## src/design/ssm_pkg.sv

```systemverilog
// ----------------------------------------------------------------------------
// ssm_pkg
// Shared types and constants of the subset sum matcher.
// ----------------------------------------------------------------------------
package ssm_pkg;

	localparam int ITEM_BITS   = 32;
	localparam int TARGET_BITS = 36;
	localparam int MASK_W      = 6;
	localparam int COUNT_W     = 7;
	localparam int LOADED_W    = 3;

	typedef enum logic [1:0] {
		ST_LOAD,
		ST_SEARCH,
		ST_FINISH
	} ssm_state_t;

	typedef struct packed {
		logic load;
		logic start;
		logic step;
		logic finish;
	} ssm_cmd_t;

	typedef struct packed {
		logic hit;
		logic last_mask;
		logic pend_valid;
		logic out_free;
	} ssm_stat_t;

endpackage

```

## src/design/ssm_item_if.sv

```systemverilog
// ----------------------------------------------------------------------------
// ssm_item_if
// Input channel: one set element per item.
// ----------------------------------------------------------------------------
interface ssm_item_if import ssm_pkg::*; ();
	logic                        valid;
	logic                        ready;
	logic signed [ITEM_BITS-1:0] item_value;
	logic                        is_last;

	modport source (output valid, output item_value, output is_last, input ready);
	modport sink   (input valid, input item_value, input is_last, output ready);
endinterface

```

## src/design/ssm_result_if.sv

```systemverilog
// ----------------------------------------------------------------------------
// ssm_result_if
// Output channel: one match report per item.
// ----------------------------------------------------------------------------
interface ssm_result_if import ssm_pkg::*; ();
	logic               valid;
	logic               ready;
	logic [MASK_W-1:0]  subset_mask;
	logic               found;
	logic [COUNT_W-1:0] match_count;
	logic               too_many;
	logic               last_result;

	modport source (output valid, output subset_mask, output found, output match_count,
		output too_many, output last_result, input ready);
	modport sink   (input valid, input subset_mask, input found, input match_count,
		input too_many, input last_result, output ready);
endinterface

```

## src/design/ssm_cfg_if.sv

```systemverilog
// ----------------------------------------------------------------------------
// ssm_cfg_if
// Configuration write channel for the target sum register.
// ----------------------------------------------------------------------------
interface ssm_cfg_if import ssm_pkg::*; ();
	logic                          valid;
	logic                          ready;
	logic signed [TARGET_BITS-1:0] data;

	modport source (output valid, output data, input ready);
	modport sink   (input valid, input data, output ready);
endinterface

```

## src/design/ssm_ctrl.sv

```systemverilog
// ----------------------------------------------------------------------------
// ssm_ctrl
// Controller: load phase, subset walk with output stall, final report.
// ----------------------------------------------------------------------------
module ssm_ctrl import ssm_pkg::*; (
	input  logic      clk,
	input  logic      arst_n,
	input  logic      in_valid,
	input  logic      in_is_last,
	output logic      in_ready,
	output ssm_cmd_t  cmd,
	input  ssm_stat_t stat
);

	ssm_state_t state_q;
	ssm_state_t state_d;

	always_ff @(posedge clk or negedge arst_n) begin
		if (!arst_n) begin
			state_q <= ST_LOAD;
		end else begin
			state_q <= state_d;
		end
	end

	always_comb begin
		state_d  = state_q;
		cmd      = '0;
		in_ready = 1'b0;
		unique case (state_q)
			ST_LOAD: begin
				in_ready = 1'b1;
				if (in_valid) begin
					cmd.load = 1'b1;
					if (in_is_last) begin
						cmd.start = 1'b1;
						state_d   = ST_SEARCH;
					end
				end
			end
			ST_SEARCH: begin
				// hold while a second match waits for the output slot
				cmd.step = !(stat.hit && stat.pend_valid && !stat.out_free);
				if (cmd.step && stat.last_mask) begin
					state_d = ST_FINISH;
				end
			end
			ST_FINISH: begin
				if (stat.out_free) begin
					cmd.finish = 1'b1;
					state_d    = ST_LOAD;
				end
			end
			default: begin
				state_d = ST_LOAD;
			end
		endcase
	end

endmodule

```

## src/design/ssm_datapath.sv

```systemverilog
// ----------------------------------------------------------------------------
// ssm_datapath
// Step store, running subset sum in binary mask order, pending match and
// output register.
// ----------------------------------------------------------------------------
module ssm_datapath import ssm_pkg::*; #(
	parameter int MAX_ITEMS  = 6,
	parameter int VALUE_BITS = 32
) (
	input  logic                        clk,
	input  logic                        arst_n,
	input  ssm_cmd_t                    cmd,
	output ssm_stat_t                   stat,
	input  logic signed [ITEM_BITS-1:0] item_value,
	ssm_cfg_if.sink                     cfg,
	ssm_result_if.source                results
);

	localparam int SUM_W = VALUE_BITS + 3;

	logic signed [TARGET_BITS-1:0] target_q;
	logic        [SUM_W-1:0]       delta_q [MAX_ITEMS];
	logic        [SUM_W-1:0]       prefix_q;
	logic        [LOADED_W-1:0]    loaded_q;
	logic                          ovf_q;
	logic        [MASK_W-1:0]      mask_q;
	logic        [SUM_W-1:0]       sum_q;
	logic        [COUNT_W-1:0]     count_q;
	logic                          pend_valid_q;
	logic        [MASK_W-1:0]      pend_mask_q;
	logic        [COUNT_W-1:0]     pend_count_q;

	logic                          out_valid_q;
	logic        [MASK_W-1:0]      out_mask_q;
	logic                          out_found_q;
	logic        [COUNT_W-1:0]     out_count_q;
	logic                          out_too_many_q;
	logic                          out_last_q;

	logic        [SUM_W-1:0]       value_ext;
	logic        [SUM_W-1:0]       step_delta;
	logic                          step_sel_done;
	logic        [MASK_W-1:0]      full_mask;
	logic signed [TARGET_BITS-1:0] sum_ext;
	logic                          store_room;
	logic                          push_pend;

	assign value_ext  = {{3{item_value[VALUE_BITS-1]}}, item_value[VALUE_BITS-1:0]};
	assign sum_ext    = {{(TARGET_BITS-SUM_W){sum_q[SUM_W-1]}}, sum_q};
	assign full_mask  = MASK_W'((COUNT_W'(1) << loaded_q) - COUNT_W'(1));
	assign store_room = loaded_q < LOADED_W'(MAX_ITEMS);

	assign stat.hit        = sum_ext == target_q;
	assign stat.last_mask  = mask_q == full_mask;
	assign stat.pend_valid = pend_valid_q;
	assign stat.out_free   = !out_valid_q || results.ready;

	assign push_pend = cmd.step && stat.hit && pend_valid_q;

	// next mask sets the lowest clear bit and clears the ones below it
	always_comb begin
		step_delta    = delta_q[0];
		step_sel_done = 1'b0;
		for (int j = 0; j < MAX_ITEMS; j++) begin
			if (!step_sel_done && !mask_q[j]) begin
				step_delta    = delta_q[j];
				step_sel_done = 1'b1;
			end
		end
	end

	assign cfg.ready = 1'b1;

	always_ff @(posedge clk or negedge arst_n) begin
		if (!arst_n) begin
			target_q <= '0;
		end else if (cfg.valid) begin
			target_q <= cfg.data;
		end
	end

	always_ff @(posedge clk) begin
		for (int k = 0; k < MAX_ITEMS; k++) begin
			if (cmd.load && loaded_q == LOADED_W'(k)) begin
				delta_q[k] <= value_ext - prefix_q;
			end
		end
	end

	always_ff @(posedge clk or negedge arst_n) begin
		if (!arst_n) begin
			prefix_q     <= '0;
			loaded_q     <= '0;
			ovf_q        <= 1'b0;
			mask_q       <= '0;
			sum_q        <= '0;
			count_q      <= '0;
			pend_valid_q <= 1'b0;
		end else begin
			if (cmd.load) begin
				if (store_room) begin
					prefix_q <= prefix_q + value_ext;
					loaded_q <= loaded_q + LOADED_W'(1);
				end else begin
					ovf_q <= 1'b1;
				end
			end
			if (cmd.start) begin
				mask_q       <= '0;
				sum_q        <= '0;
				count_q      <= '0;
				pend_valid_q <= 1'b0;
			end
			if (cmd.step) begin
				if (stat.hit) begin
					pend_valid_q <= 1'b1;
					count_q      <= count_q + COUNT_W'(1);
				end
				if (!stat.last_mask) begin
					mask_q <= mask_q + MASK_W'(1);
					sum_q  <= sum_q + step_delta;
				end
			end
			if (cmd.finish) begin
				prefix_q     <= '0;
				loaded_q     <= '0;
				ovf_q        <= 1'b0;
				pend_valid_q <= 1'b0;
			end
		end
	end

	always_ff @(posedge clk) begin
		if (cmd.step && stat.hit) begin
			pend_mask_q  <= mask_q;
			pend_count_q <= count_q + COUNT_W'(1);
		end
	end

	always_ff @(posedge clk or negedge arst_n) begin
		if (!arst_n) begin
			out_valid_q <= 1'b0;
		end else if (push_pend || cmd.finish) begin
			out_valid_q <= 1'b1;
		end else if (results.ready) begin
			out_valid_q <= 1'b0;
		end
	end

	always_ff @(posedge clk) begin
		if (push_pend) begin
			out_mask_q     <= pend_mask_q;
			out_found_q    <= 1'b1;
			out_count_q    <= pend_count_q;
			out_too_many_q <= ovf_q;
			out_last_q     <= 1'b0;
		end else if (cmd.finish) begin
			out_mask_q     <= pend_valid_q ? pend_mask_q : '0;
			out_found_q    <= pend_valid_q;
			out_count_q    <= pend_valid_q ? pend_count_q : '0;
			out_too_many_q <= ovf_q;
			out_last_q     <= 1'b1;
		end
	end

	assign results.valid       = out_valid_q;
	assign results.subset_mask = out_mask_q;
	assign results.found       = out_found_q;
	assign results.match_count = out_count_q;
	assign results.too_many    = out_too_many_q;
	assign results.last_result = out_last_q;

endmodule

```

## src/design/subset_sum_matcher.sv

```systemverilog
// Flow: an element is stored as it is accepted; the item marked last starts a walk
// of 2^n subset masks, one mask per cycle in the single running-sum adder while no
// second match waits on the result channel, then the final report once it is free.
// Items of a new set are accepted only in the load phase, not during a walk or report.
// Reset: arst_n clears the target sum, the element count and all control state.
// ----------------------------------------------------------------------------
// subset_sum_matcher
// Collects a set of signed values and reports every subset that sums to the
// configured target, in binary mask order.
// ----------------------------------------------------------------------------
module subset_sum_matcher import ssm_pkg::*; #(
	parameter int MAX_ITEMS  = 6,
	parameter int VALUE_BITS = 32
) (
	input  logic         clk,
	input  logic         arst_n,
	ssm_item_if.sink     items,
	ssm_cfg_if.sink      cfg,
	ssm_result_if.source results
);

	ssm_cmd_t  cmd;
	ssm_stat_t stat;

	ssm_ctrl u_ctrl (
		.clk        (clk),
		.arst_n     (arst_n),
		.in_valid   (items.valid),
		.in_is_last (items.is_last),
		.in_ready   (items.ready),
		.cmd        (cmd),
		.stat       (stat)
	);

	ssm_datapath #(
		.MAX_ITEMS  (MAX_ITEMS),
		.VALUE_BITS (VALUE_BITS)
	) u_datapath (
		.clk        (clk),
		.arst_n     (arst_n),
		.cmd        (cmd),
		.stat       (stat),
		.item_value (items.item_value),
		.cfg        (cfg),
		.results    (results)
	);

endmodule
```

## src/flat_wrapper.sv

```systemverilog
// flat-port wrapper written by rule: the top's interface ports become plain ports
module subset_sum_matcher_flat import ssm_pkg::*;
#(
	parameter int MAX_ITEMS  = 6,
	parameter int VALUE_BITS = 32
)
  (clk, arst_n, items_valid, items_item_value, items_is_last, items_ready, cfg_valid, cfg_data, cfg_ready, results_valid, results_subset_mask, results_found, results_match_count, results_too_many, results_last_result, results_ready);
  ssm_item_if items_i ();
  ssm_cfg_if cfg_i ();
  ssm_result_if results_i ();
  input  logic clk;
  input  logic arst_n;
  input wire logic [$bits(items_i.valid)-1:0] items_valid;
  input wire logic [$bits(items_i.item_value)-1:0] items_item_value;
  input wire logic [$bits(items_i.is_last)-1:0] items_is_last;
  output wire logic [$bits(items_i.ready)-1:0] items_ready;
  input wire logic [$bits(cfg_i.valid)-1:0] cfg_valid;
  input wire logic [$bits(cfg_i.data)-1:0] cfg_data;
  output wire logic [$bits(cfg_i.ready)-1:0] cfg_ready;
  output wire logic [$bits(results_i.valid)-1:0] results_valid;
  output wire logic [$bits(results_i.subset_mask)-1:0] results_subset_mask;
  output wire logic [$bits(results_i.found)-1:0] results_found;
  output wire logic [$bits(results_i.match_count)-1:0] results_match_count;
  output wire logic [$bits(results_i.too_many)-1:0] results_too_many;
  output wire logic [$bits(results_i.last_result)-1:0] results_last_result;
  input wire logic [$bits(results_i.ready)-1:0] results_ready;
  assign items_i.valid = items_valid;
  assign items_i.item_value = items_item_value;
  assign items_i.is_last = items_is_last;
  assign items_ready = items_i.ready;
  assign cfg_i.valid = cfg_valid;
  assign cfg_i.data = cfg_data;
  assign cfg_ready = cfg_i.ready;
  assign results_valid = results_i.valid;
  assign results_subset_mask = results_i.subset_mask;
  assign results_found = results_i.found;
  assign results_match_count = results_i.match_count;
  assign results_too_many = results_i.too_many;
  assign results_last_result = results_i.last_result;
  assign results_i.ready = results_ready;
  subset_sum_matcher #(.MAX_ITEMS(MAX_ITEMS), .VALUE_BITS(VALUE_BITS)) u_core (.clk(clk), .arst_n(arst_n), .items(items_i), .cfg(cfg_i), .results(results_i));
endmodule
```

## config.mk

```make
export PLATFORM = sky130hd
export DESIGN_NAME = subset_sum_matcher_flat
export DESIGN_NICKNAME = d
export VERILOG_FILES = /design/src/design/ssm_pkg.sv /design/src/design/ssm_item_if.sv /design/src/design/ssm_result_if.sv /design/src/design/ssm_cfg_if.sv /design/src/design/ssm_ctrl.sv /design/src/design/ssm_datapath.sv /design/src/design/subset_sum_matcher.sv /design/src/flat_wrapper.sv
export SDC_FILE = /design/constraint.sdc
export NUM_CORES = 1
export LEC_CHECK = 0
export ABC_AREA = 0
export BUFFER_PORTS_ARGS = -buffer_cell sky130_fd_sc_hd__buf_2
export CAP_MARGIN = 0
export CORE_UTILIZATION = 55
export CTS_BUF_LIST = sky130_fd_sc_hd__clkbuf_16
export CTS_CLUSTER_DIAMETER = 150
export CTS_CLUSTER_SIZE = 10
export DETAILED_ROUTE_END_ITERATION = 8
export MAX_ROUTING_LAYER = met4
export PLACE_DENSITY_LB_ADDON = 0.25
export SETUP_SLACK_MARGIN = 0.4
export SLEW_MARGIN = 20
export SYNTH_ARGS = -nofsm -noshare
export SYNTH_HDL_FRONTEND = slang
export SYNTH_SLANG_ARGS = --single-unit
```

## constraint.sdc

```tcl
create_clock -name clk -period 5.79 [get_ports clk]
set_input_delay 0.2895 -clock clk [delete_from_list [all_inputs] [get_ports clk]]
set_output_delay 0.2895 -clock clk [all_outputs]
set_load 0.05 [all_outputs]
```

==> flow_summary.ini <==
[layout]
area_growth_pct = 12.1
n_antenna_cell = 0
nNetsFinal = 2149
fillers = 2817
drive_gt1_frac = 0.108

[sta]
max_freq_ghz = 0.203
setup_violations = 0
skew_ps = 21.3
fin_tns_setup_ps = 0
slew_violations = 0
post-route-min-period_ps = 4920
worst-slew-pin-transition_ps = 1010
slew_headroom = 0.324
hold_viol_final = 0
period_share = 0.851
rsz0062_at_grt = false

[grt]
grt-ovfl-total = 0
grtUsageTotal = 0.257
grt_start_max_net_pins = 75
grt_pass1_wl_mm = 71.8
grt_pass1_vias = 13800
antenna_found_initial = 0

[yosys]
ys_seq_elements = 366
ys_seq_area_frac = 0.520
async_reset_ff_frac = 0.347
postSynthCellCount = 1868
synth_edf_count = 237
synth_top_flop_cell = edfxtp_1
netlist_area_um2 = 19900
ys_types = 76
syn_nets = 2056
yosys_warnings = 0
syn_avg_cell_area_um2 = 10.6

[worst_hold_path]
hold_depth = 3
hold_start = results_ready
hold_path_end = u_core.u_datapath.results.valid
hold_path_class = in2reg

[setup_path]
setup.worst_path.class = reg2reg
cp-startpoint = u_core.u_datapath.mask_q[0]
reg2reg_from = u_core.u_datapath.mask_q[0]
crit_path_max_fanout = 20
worstPathArrival_ps = 5360
startpoint_type = register
critPathCaptureType = register
reg2reg_depth = 19
rr_endpoint = u_core.u_datapath.sum_q[34]
rrSetupSlack_ps = 870
cp_data_required_time_ps = 6230

[routing]
num_vias = 14000
drc = 0
ant_nets = 0
drtPass1Iterations = 5
drt_iter0_drc = 917
viasPerCell = 5.70
wl_per_cell_um = 18.2
totalWireLength_mm = 44.6

[die]
fp.dieArea_um2 = 36900
rows = 69
fp.dieH_um = 192
die_w_um = 192
core_um2 = 35600
initial_core_util = 0.559
io_pins = 93

[clocking]
clk_path_buf_depth = 3
path_clk_slew_ps = 60
ctsResizeCount = 0
htreeDepth = 2
insertion_delay_ps = 560
clockRootBuffer = clkbuf_16
cts_buffers = 42
cts.sinks = 366
cts_tree = built

[placement]
dp_hpwl_mm = 30.4
gp_congestion = 0.913
port_buffers = 91

[power_and_ir_drop]
power_mw = 13.3
irDropWorstVdd_mv = 0.330
leakage_nw = 8.89
power.density_nw_per_um2 = 596

[flow_run]
maxCapViolCount = 0

[run_status]
outcome = finished, final reports clean
-- critical path, cell delays in order, from the launching register on --
cell	delay (ps)
dfrtp_1	530
ha_2	710
buf_4	410
mux2i_1	220
nand2_1	70
o21ai_0	90
o211ai_1	100
o21ai_0	110
o21ai_0	130
ha_1	400
and3_1	230
nand3_1	100
or2_1	250
or4_1	470
a21oi_1	180
nor2_1	110
a21o_1	190
a211oi_1	290
o211a_1	180
nor2_1	40
-- timing repair --
| item | in CTS | in global routing |
|---|---|---|
| setup endpoints to repair | 0 | 0 |
| buffers inserted | 0 | 0 |
| endpoints found under the hold margin | 109 | 0 |
| hold buffers | 37 | 0 |
-- layout make-up --
class	instances	area [um2]	area share
Sequential cell	366	10300	0.464
Multi-Input combinational cell	1313	8820	0.396
Clock buffer	43	1080	0.0483
Timing Repair Buffer	148	982	0.0441
Tap cell	461	577	0.0259
Inverter	90	338	0.0152
Clock inverter	31	148	0.00663
-- cell usage after synthesis, types with 4 or more instances --
master    count  area [um2]
buf_2        12        60.1
and3_1       16         100
xnor2_1     104         911
dfrtp_1     127        3180
nand2b_1     15        93.8
o21a_1       11        82.6
xor2_1       32         280
clkbuf_1     68         255
nand4_1      18         113
mux2i_1      40         400
nand2_1     184         691
o21ai_1      23         115
nand3_1      86         430
edfxtp_1    237        7120
a21oi_1      92         460
and2_1       18         113
mux2_2       36         405
o21ai_0     190         951
o211ai_1     41         308
nor2b_1       7        43.8
buf_1        15        56.3
nand3b_1      7        52.6
a21o_1       29         218
nor4_1        6        37.5
nor3_1       27         135
nor2_1       86         323
o31ai_1      12        90.1
a211oi_1     11        82.6
o21bai_1     26         195
ha_1        111        1390
inv_1        86         323
nor3b_1       4        30.0
or3_1         9        56.3
or4_1         4        30.0
inv_2         4        15.0
a31oi_1      11        68.8
-- layout by cell type (no fill, tap or decap), drive strengths merged, types with 8 or more instances in the layout --
master,instances
a211oi,12
a21o,29
a21oi,92
a31oi,11
and2,18
and3,16
buf,111
clkbuf,43
dfrtp,127
dlygate4sd3,37
edfxtp,237
ha,111
inv,120
mux2,36
mux2i,40
nand2,184
nand2b,15
nand3,86
nand4,18
nor2,86
nor3,27
nor4,8
o211ai,41
o21a,11
o21ai,214
o21bai,26
o31ai,14
or3,9
xnor2,104
xor2,32
-- report_power, final --
part | internal (mW) | total, mW | switching [mW]
Sequential | 3.87 | 4.26 | 0.395
Clock | 1.37 | 2.37 | 1.00
Combinational | 2.56 | 6.64 | 4.08
Total | 7.81 | 13.3 | 5.47
-- worst max-delay path by stage --
stage | to | slack [ps] | cells after the start
floorplan | u_core.u_datapath.sum_q[34] | 1490 | 21
global placement | u_core.u_datapath.sum_q[34] | 960 | 19
detailed placement | u_core.u_datapath.sum_q[34] | 880 | 19
CTS | u_core.u_datapath.sum_q[34] | 850 | 19
global route | u_core.u_datapath.sum_q[34] | 440 | 19
finish | u_core.u_datapath.sum_q[34] | 870 | 19
-- sequential cells by signal, indices dropped and copies added, names as in the netlist --
name / count
u_core.u_datapath.prefix_q: 35
u_core.u_datapath.pend_count_q: 7
u_core.u_datapath.loaded_q: 3
u_core.u_datapath.pend_mask_q: 6
u_core.u_datapath.results.match_count: 7
u_core.u_datapath.ovf_q: 1
u_core.u_datapath.count_q: 7
u_core.u_datapath.results.found: 1
u_core.u_datapath.results.last_result: 1
u_core.u_datapath.mask_q: 6
u_core.u_datapath.results.too_many: 1
u_core.u_datapath.delta_q: 210
u_core.u_datapath.sum_q: 35
u_core.u_datapath.pend_valid_q: 1
u_core.u_ctrl.state_q: 2
u_core.u_datapath.results.subset_mask: 6
u_core.u_datapath.results.valid: 1
u_core.u_datapath.target_q: 36
-- per-stage QoR --
| stage | setup WS (ps) | cell area [um2] | instances | util | hold slack, ps |
|---|---|---|---|---|---|
| 3_3_place_gp | 957 | 20700 | 2341 | 0.581 | 389 |
| 4_1_cts | 853 | 22300 | 2452 | 0.626 | 89.6 |
| 5_1_grt | 443 | 22300 | 2452 | 0.626 | 134 |
| 3_5_place_dp | 877 | 20700 | 2341 | 0.581 | 394 |
| 6_report | 865 | 22300 | 2452 | 0.626 | 117 |
| 2_1_floorplan | 1490 | 19900 | 1868 | - | -6.09 |
-- metal layers --
layer | GRT usage | wire length (um) | vias to the layer above
met2 | 0.406 | 20600 | 324
met1 | 0.344 | 21100 | 6647
met5 | - | 0 | -
li1 | - | - | 6936
met3 | 0.0309 | 1760 | 67
met4 | 0.0869 | 1140 | 0
-- cells by family (layout without fill, tap and decap cells) --
kind of cell | Yosys count | after routing | share of synthesized area
and+or+nand+nor | 494 | 494 | 0.117
AOI/OAI and AO/OA | 492 | 492 | 0.152
xor gates and xnor gates | 136 | 136 | 0.0599
adders and majority gates | 114 | 114 | 0.0729
buffers and inverters | 189 | 312 | 0.0378
muxes | 76 | 76 | 0.0405
DFF | 366 | 366 | 0.520
other | 1 | 1 | 0.000189
No activity file was read; power rests on OpenSTA's default activity.
